### src/design/iefr_pkg.sv
`timescale 1ns / 1ps
`default_nettype none

package iefr_pkg;

    localparam int IEFR_NUM_LINES = 24;
    localparam int LINE_W = 24;
    localparam int LINE_IDX_W = 5;
    localparam int MODULE_W = 16;
    localparam int BYTE_W = 8;

    localparam int POWER_ON_BIT = 2;
    localparam int RESET_PIN_BIT = 3;
    localparam int ACCESS_VIOLATION_BIT = 5;

    localparam logic [BYTE_W-1:0] ACCESS_VIOLATION_MASK = BYTE_W'(1 << ACCESS_VIOLATION_BIT);
    localparam logic [BYTE_W-1:0] BAD_ADDR_DATA = 8'hFF;

    localparam int UART0_RX_BIT = 6;
    localparam int UART0_TX_BIT = 7;
    localparam int UART1_RX_BIT = 12;
    localparam int UART1_TX_BIT = 13;

    localparam int IN_TDATA_W = 24;
    localparam int OUT_TDATA_W = 40;

    typedef enum logic [2:0] {
        OP_READ = 3'd0,
        OP_WRITE = 3'd1,
        OP_LEVEL = 3'd2,
        OP_CLEAR_ENABLE = 3'd3,
        OP_ACK = 3'd4
    } iefr_op_t;

    typedef enum logic [3:0] {
        ADDR_ENABLE_LO = 4'd0,
        ADDR_ENABLE_MID = 4'd1,
        ADDR_FLAG_LO = 4'd2,
        ADDR_FLAG_MID = 4'd3,
        ADDR_MODULE_LO = 4'd4,
        ADDR_MODULE_HI = 4'd5,
        ADDR_ENABLE_HI = 4'd6,
        ADDR_FLAG_HI = 4'd7
    } iefr_addr_t;

    typedef struct packed {
        logic level;
        logic [LINE_IDX_W-1:0] line;
        logic [BYTE_W-1:0] wdata;
        iefr_addr_t addr;
        iefr_op_t op;
    } iefr_item_t;

    typedef struct packed {
        logic bad_address;
        logic uart1_tx_enable;
        logic uart1_rx_enable;
        logic uart0_tx_enable;
        logic uart0_rx_enable;
        logic [LINE_W-1:0] irq_lines;
        logic [BYTE_W-1:0] rdata;
    } iefr_result_t;

endpackage

`default_nettype wire

### src/design/interrupt_enable_flag_registers_top.sv
// Channel  | Direction | Signals                           | Contents
// s_axis   | in        | tvalid, tready, tdata[23:0]       | op, addr, wdata, line, level
// m_axis   | out       | tvalid, tready, tdata[39:0]       | rdata, irq_lines, UART enables, bad
//
// The block takes one transfer per clock while the output is not stalled, and returns one result per transfer.
// Each transfer passes through the input register, then the result register.
// Reset clears all enables and module enables and leaves only the power-on flag set.
// A stalled output holds the result; the input register still takes one more
// transfer before the input side stalls.
`timescale 1ns / 1ps
`default_nettype none

module interrupt_enable_flag_registers_top #(
    parameter int NUM_LINES = iefr_pkg::IEFR_NUM_LINES
) (
    input  wire logic                               clk,
    input  wire logic                               rst_n,
    input  wire logic                               s_axis_tvalid,
    output logic                                    s_axis_tready,
    // op[2:0], addr[6:3], wdata[14:7], line[19:15], level[20], zero[23:21]
    input  wire logic [iefr_pkg::IN_TDATA_W-1:0]    s_axis_tdata,
    output logic                                    m_axis_tvalid,
    input  wire logic                               m_axis_tready,
    // rdata[7:0], irq_lines[31:8], uart0_rx_enable[32], uart0_tx_enable[33],
    // uart1_rx_enable[34], uart1_tx_enable[35], bad_address[36], zero[39:37]
    output logic [iefr_pkg::OUT_TDATA_W-1:0]        m_axis_tdata
);
    import iefr_pkg::*;

    logic         in_valid_reg;
    logic         in_valid_next;
    iefr_item_t   in_item_reg;
    iefr_item_t   in_item;
    logic         out_valid_reg;
    logic         out_valid_next;
    iefr_result_t out_result_reg;
    iefr_result_t result;
    logic         s_accept;
    logic         advance;

    assign in_item = iefr_item_t'(s_axis_tdata[$bits(iefr_item_t)-1:0]);

    assign advance = in_valid_reg && (!out_valid_reg || m_axis_tready);
    assign s_axis_tready = !in_valid_reg || advance;
    assign s_accept = s_axis_tvalid && s_axis_tready;

    always_comb
    begin
        in_valid_next = in_valid_reg;
        if (s_accept)
        begin
            in_valid_next = 1'b1;
        end
        else if (advance)
        begin
            in_valid_next = 1'b0;
        end

        out_valid_next = out_valid_reg;
        if (advance)
        begin
            out_valid_next = 1'b1;
        end
        else if (m_axis_tready)
        begin
            out_valid_next = 1'b0;
        end
    end

    iefr_regfile #(
        .NUM_LINES(NUM_LINES)
    ) u_regfile (
        .clk   (clk),
        .rst_n (rst_n),
        .fire  (advance),
        .item  (in_item_reg),
        .result(result)
    );

    always_ff @(posedge clk or negedge rst_n)
    begin
        if (!rst_n)
        begin
            in_valid_reg <= 1'b0;
            out_valid_reg <= 1'b0;
        end
        else
        begin
            in_valid_reg <= in_valid_next;
            out_valid_reg <= out_valid_next;
        end
    end

    always_ff @(posedge clk)
    begin
        if (s_accept)
        begin
            in_item_reg <= in_item;
        end
        if (advance)
        begin
            out_result_reg <= result;
        end
    end

    assign m_axis_tvalid = out_valid_reg;
    assign m_axis_tdata = OUT_TDATA_W'(out_result_reg);

    a_full_pipe_blocks_input: assert property (@(posedge clk) disable iff (!rst_n)
        (in_valid_reg && out_valid_reg && !m_axis_tready) |-> !s_axis_tready)
        else $error("input taken while both stages are full and stalled");

    a_held_item_stable: assert property (@(posedge clk) disable iff (!rst_n)
        (in_valid_reg && !advance) |=> in_valid_reg && $stable(in_item_reg))
        else $error("waiting input item lost or changed");

    a_advance_fills_output: assert property (@(posedge clk) disable iff (!rst_n)
        advance |=> out_valid_reg)
        else $error("result register not loaded after an advance");

endmodule

`default_nettype wire

### src/design/iefr_regfile.sv
`timescale 1ns / 1ps
`default_nettype none

module iefr_regfile #(
    parameter int NUM_LINES = iefr_pkg::IEFR_NUM_LINES
) (
    input  wire logic                 clk,
    input  wire logic                 rst_n,
    input  wire logic                 fire,
    input  wire iefr_pkg::iefr_item_t item,
    output iefr_pkg::iefr_result_t    result
);
    import iefr_pkg::*;

    localparam logic [LINE_IDX_W-1:0] LINE_LIMIT = LINE_IDX_W'(NUM_LINES);
    localparam logic [NUM_LINES-1:0] FLAG_RESET = NUM_LINES'(1) << POWER_ON_BIT;

    logic [NUM_LINES-1:0] enable_reg;
    logic [NUM_LINES-1:0] enable_next;
    logic [NUM_LINES-1:0] flag_reg;
    logic [NUM_LINES-1:0] flag_next;
    logic [MODULE_W-1:0]  module_reg;
    logic [MODULE_W-1:0]  module_next;

    logic [LINE_W-1:0] en_cur;
    logic [LINE_W-1:0] fl_cur;
    logic [LINE_W-1:0] en_new;
    logic [LINE_W-1:0] fl_new;
    logic [LINE_W-1:0] line_mask;
    logic              line_ok;
    logic [BYTE_W-1:0] rdata;
    logic              bad;

    always_comb
    begin
        en_cur = LINE_W'(enable_reg);
        fl_cur = LINE_W'(flag_reg);
        en_new = en_cur;
        fl_new = fl_cur;
        module_next = module_reg;
        rdata = '0;
        bad = 1'b0;
        line_ok = item.line < LINE_LIMIT;
        line_mask = line_ok ? (LINE_W'(1) << item.line) : '0;

        unique case (item.op)
            OP_READ:
            begin
                unique case (item.addr)
                    ADDR_ENABLE_LO:  rdata = en_cur[7:0];
                    ADDR_ENABLE_MID: rdata = en_cur[15:8];
                    ADDR_FLAG_LO:    rdata = fl_cur[7:0] & ~ACCESS_VIOLATION_MASK;
                    ADDR_FLAG_MID:   rdata = fl_cur[15:8];
                    ADDR_MODULE_LO:  rdata = module_reg[7:0];
                    ADDR_MODULE_HI:  rdata = module_reg[15:8];
                    ADDR_ENABLE_HI:  rdata = en_cur[23:16];
                    ADDR_FLAG_HI:    rdata = fl_cur[23:16];
                    default:
                    begin
                        rdata = BAD_ADDR_DATA;
                        bad = 1'b1;
                    end
                endcase
            end
            OP_WRITE:
            begin
                unique case (item.addr)
                    ADDR_ENABLE_LO:  en_new[7:0] = item.wdata;
                    ADDR_ENABLE_MID: en_new[15:8] = item.wdata;
                    ADDR_FLAG_LO:    fl_new[7:0] = item.wdata;
                    ADDR_FLAG_MID:   fl_new[15:8] = item.wdata;
                    ADDR_MODULE_LO:  module_next[7:0] = item.wdata;
                    ADDR_MODULE_HI:  module_next[15:8] = item.wdata;
                    ADDR_ENABLE_HI:  en_new[23:16] = item.wdata;
                    ADDR_FLAG_HI:    fl_new[23:16] = item.wdata;
                    default:         bad = 1'b1;
                endcase
            end
            OP_LEVEL:
            begin
                if (item.level)
                begin
                    fl_new = fl_cur | line_mask;
                end
                else
                begin
                    fl_new = fl_cur & ~line_mask;
                end
            end
            OP_CLEAR_ENABLE:
            begin
                en_new = en_cur & ~line_mask;
            end
            OP_ACK:
            begin
                // Power-on and reset-pin flags stay set on an acknowledge.
                if (item.line != LINE_IDX_W'(POWER_ON_BIT) &&
                    item.line != LINE_IDX_W'(RESET_PIN_BIT))
                begin
                    fl_new = fl_cur & ~line_mask;
                end
            end
            default:
            begin
            end
        endcase

        enable_next = en_new[NUM_LINES-1:0];
        flag_next = fl_new[NUM_LINES-1:0];

        result.rdata = rdata;
        result.irq_lines = LINE_W'(flag_next & enable_next);
        result.uart0_rx_enable = module_next[UART0_RX_BIT];
        result.uart0_tx_enable = module_next[UART0_TX_BIT];
        result.uart1_rx_enable = module_next[UART1_RX_BIT];
        result.uart1_tx_enable = module_next[UART1_TX_BIT];
        result.bad_address = bad;
    end

    always_ff @(posedge clk or negedge rst_n)
    begin
        if (!rst_n)
        begin
            enable_reg <= '0;
            flag_reg <= FLAG_RESET;
            module_reg <= '0;
        end
        else if (fire)
        begin
            enable_reg <= enable_next;
            flag_reg <= flag_next;
            module_reg <= module_next;
        end
    end

    a_state_holds_when_idle: assert property (@(posedge clk) disable iff (!rst_n)
        !fire |=> $stable(enable_reg) && $stable(flag_reg) && $stable(module_reg))
        else $error("register state changed without a transfer");

    a_power_on_survives_ack: assert property (@(posedge clk) disable iff (!rst_n)
        (fire && item.op == OP_ACK && item.line == LINE_IDX_W'(POWER_ON_BIT) &&
         flag_reg[POWER_ON_BIT]) |=> flag_reg[POWER_ON_BIT])
        else $error("acknowledge cleared the power-on flag");

    a_bad_only_on_bus: assert property (@(posedge clk) disable iff (!rst_n)
        result.bad_address |-> (item.op == OP_READ || item.op == OP_WRITE))
        else $error("bad address flagged on a line event");

endmodule

`default_nettype wire

### config.mk
export PLATFORM = sky130hd
export DESIGN_NAME = interrupt_enable_flag_registers_top
export DESIGN_NICKNAME = d
export VERILOG_FILES = /design/src/design/iefr_pkg.sv /design/src/design/interrupt_enable_flag_registers_top.sv /design/src/design/iefr_regfile.sv
export SDC_FILE = /design/constraint.sdc
export NUM_CORES = 1
export LEC_CHECK = 0
export ABC_AREA = 1
export BUFFER_PORTS_ARGS = -buffer_cell sky130_fd_sc_hd__buf_2
export CELL_PAD_IN_SITES_DETAIL_PLACEMENT = 0
export CELL_PAD_IN_SITES_GLOBAL_PLACEMENT = 1
export CORE_UTILIZATION = 40
export DETAILED_ROUTE_END_ITERATION = 12
export GPL_TIMING_DRIVEN = 0
export PLACE_DENSITY_LB_ADDON = 0.08
export SYNTH_ARGS = -nofsm -noshare
export SYNTH_HDL_FRONTEND = slang
export SYNTH_HIERARCHICAL = 1
export SYNTH_SLANG_ARGS = --single-unit
### constraint.sdc
create_clock -name clk -period 4.4 [get_ports clk]
set_input_delay 0.22 -clock clk [delete_from_list [all_inputs] [get_ports clk]]
set_output_delay 0.22 -clock clk [all_outputs]
set_load 0.1 [all_outputs]
# --- Word-level counts from Yosys, hierarchy flattened ---
# Index checks and enable logic that the tools add are counted.
totals:
  word_cells: 74
  out_inout_bits: 42
  regBits: 124
classes:
  n_lt_le_gt_ge: 1
  mux: 20
  n_shift: 1
  eq_ne: 13
  reduce_logical: 15
  bitwise_logic: 5
ops:
  columns: ["operator", "count"]
  rows:
  - ["24-bit bitwise AND", 3]
  - ["24-bit two-way mux", 3]
  - ["24-bit case mux with 3 select lines", 1]
  - ["8-bit case mux with 8 select lines", 1]
  - ["8-bit two-way mux", 7]
  - ["24-bit case mux with 2 select lines", 1]
  - ["24-bit NOT", 1]
  - ["24-bit bitwise OR", 1]
  - ["1-bit by 5-bit << shifter with 24-bit output (first input constant)", 1]
  - ["4-bit by 3-bit equality test with 1-bit output (second input constant)", 4]
  - ["14-bit two-way mux", 1]
  - ["5-bit by 2-bit inequality test with 1-bit output (second input constant)", 2]
  - ["4-bit by 2-bit equality test with 1-bit output (second input constant)", 2]
  - ["8-bit OR reduction", 1]
  - ["3-bit by 2-bit equality test with 1-bit output (second input constant)", 2]
  - ["6-bit two-way mux", 1]
  - ["3-bit AND reduction", 2]
  - ["5-bit less-than comparator (second input constant)", 1]
  - ["1-bit two-way mux", 5]
  - ["4-bit by 1-bit equality test with 1-bit output (second input constant)", 1]
  - ["4-bit zero test", 1]
  - ["2-bit nonzero test", 2]
  - ["3-bit by 1-bit equality test with 1-bit output (second input constant)", 1]
  - ["3-bit equality test (second input constant)", 1]
  - ["other kinds (5)", 9]

# --- Depth between registers and ports, before layout ---
logic_depth:
  ltp_word: 7
  depth_mapped: 12

# --- Hierarchy ---
# Netlist, hierarchy kept.
by_module_without_submodules:
  columns: ["module", "n_inst", "area_per_inst_um2", "seq_area_each_um2", "cells_each"]
  rows:
  - ["iefr_regfile", 1, 4931.0, 1602.8, 804]
  - ["interrupt_enable_flag_registers_top", 1, 1863.0, 1791.7, 74]

# --- Worst setup path before layout ---
# No wires, ideal clock.
synth_timing:
  path_type: "register -> register"
  start: "register out_valid_reg (netlist: m_axis_tvalid)"
  end: "register u_regfile.module_reg[2]"
  arrival_ps: 3708
  path_stages_with_launch: 8
  setup_time_ps: 77
  n_path_buf: 2
  path_slack_ps: 614
  cell_sequence: "dfrtp_1 -> a21oi_1 -> inv_1 -> clkbuf_1 -> nor2_2 -> buf_4 -> nor2_1 -> a21oi_1"
synth_between:
  elab_chain_cells: 4
synth_lines:
  columns: ["element", "line_no", "rtl"]
  rows:
  - ["start, declared", "interrupt_enable_flag_registers_top.sv:34", "logic out_valid_reg;"]
  - ["start signal, assigned", "interrupt_enable_flag_registers_top.sv:90", "out_valid_reg <= out_valid_next;"]
  - ["1-bit zero test", "interrupt_enable_flag_registers_top.sv:43", "assign advance = in_valid_reg && (!out_valid_reg || m_axis_tready);"]
  - ["1-bit logical OR", "interrupt_enable_flag_registers_top.sv:43", null]
  - ["1-bit logical AND", "interrupt_enable_flag_registers_top.sv:43", null]
  - ["via advance", "interrupt_enable_flag_registers_top.sv:39", "logic advance;"]
  - ["3-bit AND reduction (no line)", null, null]
  - ["end signal, assigned", "iefr_regfile.sv:132", "module_reg <= module_next;"]
  - ["end, declared", "iefr_regfile.sv:22", "logic [MODULE_W-1:0] module_reg;"]
# The timed path passes the listed nets, and every way through them passes these cells.
# A chain may end at the register's enable or synchronous reset.

# --- Worst setup path after layout ---
layout_timing:
  start: "register out_valid_reg (netlist: m_axis_tvalid)"
  end: "register u_regfile.flag_reg[12] (netlist: u_regfile/fl_cur[12])"
layout_between:
  elab_chain_cells: 3
layout_lines:
  columns: ["element", "line_no", "rtl"]
  rows:
  - ["1-bit zero test", "interrupt_enable_flag_registers_top.sv:43", null]
  - ["1-bit logical OR", "interrupt_enable_flag_registers_top.sv:43", null]
  - ["1-bit logical AND", "interrupt_enable_flag_registers_top.sv:43", null]
  - ["via advance", "interrupt_enable_flag_registers_top.sv:39", null]
  - ["end signal, assigned", "iefr_regfile.sv:131", "flag_reg <= flag_next;"]
  - ["end, declared", "iefr_regfile.sv:20", "logic [NUM_LINES-1:0] flag_reg;"]
# The timed path passes the listed nets, and every way through them passes these cells.

==> summary.md <==
| Metric | Value |
|---|---|
| Pint | `2.27 mW` |
| Core area | `16,600 sq um` |
| Mean Syn Cell Area | `~7.7 sq um` |
| Hold Path Class | `primary input to flip-flop` |
| Largest net degree at the start of global routing | `40` |
| Power density cells | `415 nW/um^2` |
| Dpl cells | `1,165` |
| Ys async rst share | `a little over half` |
| Gr ovfl total | `0` |
| Post_cts resized | `0` |
| # port buffers | `63` |
| Setup TNS Final | `0 ns` |
| Avg Vias per Cell | `around 5.3` |
| Drt initial violations | `655` |
| Clock power share | `39.1%` |
| Synth Register Bits | `124` |
| Tot Pwr | `3.42 mW` |
| Crit Path Max Fanout | `12` |
| FMAX | `0.430 GHz` |
| Synth Instances | `878` |
| Pleak | `3.64 nW` |
| DRT antenna net count | `0` |
| Seq/Total Area, Yosys | `between 40 and 50%` |
| H-tree Lvls | `4` |
| First-pass GRT wire length | `37.0 mm` |
| Warnings, synthesis | `6` |
| Clk_lat worst skew | `0.42 ns` |
| Logic gate share of total power | `20.0%` |
| Critical path's top delay family | `buffers and inverters` |
| Hold Vio Cnt, Final | `0` |
| Vias in the first global route | `6,135` |
| Max reg flops | `37` |
| Setup-failing EPs final | `0` |
| CP arrival | `2.68 ns` |
| RSZ-0062 raised after global routing | `false` |
| Initial antenna violation count | `1` |
| Cell-by-cell trace of the critical path | `a21oi_4 > clkbuf_1 > clkbuf_1 > nand2_1 > nand2_1` |
| Tcrit/Tclk final | `between 50% and 60%` |
| DRT Wirelength | `24.3 mm` |
| Residual DRC | `0` |
| Share of layout cells above drive strength 1 | `between 10% and 20%` |
| Slew Viols, Final | `0` |
| Worst slack, placed | `2.08 ns` |
| Largest cells by area after synthesis | `edfxtp_1 (26%), dfrtp_1 (24%), nand2_1 (18%)` |
| Routed len/inst | `19.9 um` |
| Max_cap viols | `0` |
| GPL Wtd Cong | `0.943` |
| Top_reg_cell synth | `dfrtp_1` |
| Worst vdd ir | `0.000320 V` |
| Sw frac | `33.8%` |
| Row count | `47` |
| Die Ht | `132 um` |
| Final WS setup | `2.08 ns` |
| Via count | `6,516` |
| Clk sinks | `124` |
| DRT Pass-1 Iters | `6` |
| Kind of end point of the critical path | `flip-flop` |
| Flop pwr share | `40.9%` |
| Root Buffer | `clkbuf_16` |
| Die Footprint | `17,500 sq um` |
| Sw Pwr | `around 1.2 mW` |
| Post-DP HPWL | `17.6 mm` |
| Crit start category | `flip-flop` |
| Area of the mapped netlist | `6790 sq um` |
| Ports | `70` |
| Synth unique cells | `32` |
| CTS tree | `built` |
| Post-Layout Cell Count | `1,220` |
| Initial Util | `between 40% and 50%` |
| Top-area cell type share of the netlist area | `25.6%` |
| Clk pin slew, worst setup/hold paths | `0.06 ns` |
| Status | `finished, final reports clean` |
| Post-route minimum period | `2.32 ns` |
| Synth-to-Final Area Change | `21.3%` |
| Num CTS Buffers | `17` |
| # nets final | `between 1,000 and 1,500` |
| Slowest library cell on the worst path | `clkbuf_1` |
| EDFF count, synth | `58` |
| Largest area contributor in the netlist | `edfxtp_1` |
| Die Width | `132 um` |
| CP Class | `flip-flop to flip-flop` |
| Worst Path Required | `4.75 ns` |
| Maximum buffer depth of the clock tree | `2` |
| Relative slew margins | `44.9%` |
| Tot GR Track Use | `29.1%` |
| CP max stage delay | `~0.65 ns` |
| Buffers & Inverters on Critical Path | `2` |
| Least-Margin Pin Slew | `0.826 ns` |
| Fin Clk Skew | `0.00854 ns` |
-- worst paths after layout --
path / slack (ns) / endpoint / startpoint / cells after the start
worst max-delay path: 2.08 / u_regfile/fl_cur[12] / m_axis_tvalid / 5
worst min-delay path: 0.01 / in_valid_reg / s_axis_tvalid / 3
worst max register to register: 2.08 / u_regfile/fl_cur[12] / m_axis_tvalid / 5
worst min register to register: 0.49 / u_regfile/en_cur[14] / u_regfile/en_cur[14] / 2
max in group asynchronous: 3.50 / u_regfile/fl_cur[2] / rst_n / 3
min in group asynchronous: 0.27 / u_regfile/en_cur[20] / rst_n / 2
-- cell type report --
type / count / area [sq um]
multi-input cells: 635 / 2870
diodes: 1 / 2.50
repair buffers: 87 / 586
inverters: 80 / 305
well taps: 220 / 275
plain buffers: 41 / 240
flip-flops and latches: 124 / 3390
clock buffers: 17 / 425
clock inverters: 15 / 139
fillers: 1644 / 8340
-- worst min-delay path: cells and delay by family --
family                 cells  cell delay [ns]
buffers and inverters      2             0.12
AND/OR/NAND/NOR            1             0.06
-- power groups by stage --
| stage | logic (mW) | clock network (mW) | registers (mW) |
|---|---|---|---|
| final | 0.684 | 1.34 | 1.40 |
| after global routing | 0.735 | 1.42 | 1.41 |
| after CTS | 0.678 | 1.36 | 1.40 |
| after detailed placement | 0.662 | 0 | 1.42 |
| after global placement | 0.644 | 0 | 1.42 |
| after floorplan | 0.301 | 0 | 1.58 |
-- per-layer routing --
layer,GRT usage [%],up-vias,wire length [um]
li1,-,3111,-
met2,44.1,312,10900
met5,0,-,0
met4,11.2,0,744
met1,39.4,3048,10500
met3,8.34,45,2170
-- placed cells by master (no fill, tap or decap), types with 3 or more instances in the layout --
cell type        n
conb_1           3
clkinv_4         4
inv_2            6
nand4_1          6
o21ai_1         38
nand2_2          4
edfxtp_1        58
nand3_2          4
inv_1           72
a21oi_1         50
buf_6            5
nor2_1          42
dfrtp_1         65
buf_4           10
clkinvlp_4       4
o21ai_0         52
nor2_2           5
clkbuf_1        14
o211ai_1        16
buf_2           74
clkbuf_16       17
nor2_4           3
nand2_1        322
nor3_1           6
nand3_1         72
inv_6            4
dlygate4sd3_1   22
-- Yosys cell counts, types with 2 or more instances --
master / count
a21oi_1: 51
a22oi_1: 2
buf_2: 12
buf_4: 9
buf_6: 5
clkbuf_1: 14
dfrtp_1: 65
edfxtp_1: 58
inv_1: 72
inv_2: 6
inv_4: 2
nand2_1: 322
nand2_2: 4
nand2_4: 2
nand3_1: 72
nand3_2: 4
nand4_1: 6
nor2_1: 42
nor2_2: 5
nor2_4: 3
nor3_1: 6
o211ai_1: 16
o21ai_0: 52
o21ai_1: 38
o21bai_1: 2
o22ai_1: 2
-- stage by stage --
stage | instance area (sq um) | hold slack (ns) | util (%)
2_1_floorplan | 6800 | -0.0756 | -
3_3_place_gp | 7390 | 0.396 | 44.6
3_5_place_dp | 7450 | 0.198 | 44.9
4_1_cts | 8240 | 0.00835 | 49.7
5_1_grt | 8240 | 0.00260 | 49.7
6_report | 8240 | 0.0129 | 49.7
-- cell families after synthesis --
kind of cell    count (synthesis)  synth area share [%]
other cells                     1                0.0552
simple gates                  468                  29.0
buf+inv                       121                  8.03
compound gates                164                  13.0
flops                         124                  50.0
-- timing repair --
item / in CTS / in global routing
hold endpoints to repair: 48 / 0
buffers inserted: 0 / 0
hold buffers: 22 / 0
Note: power is estimated with default switching activity, not from simulation.
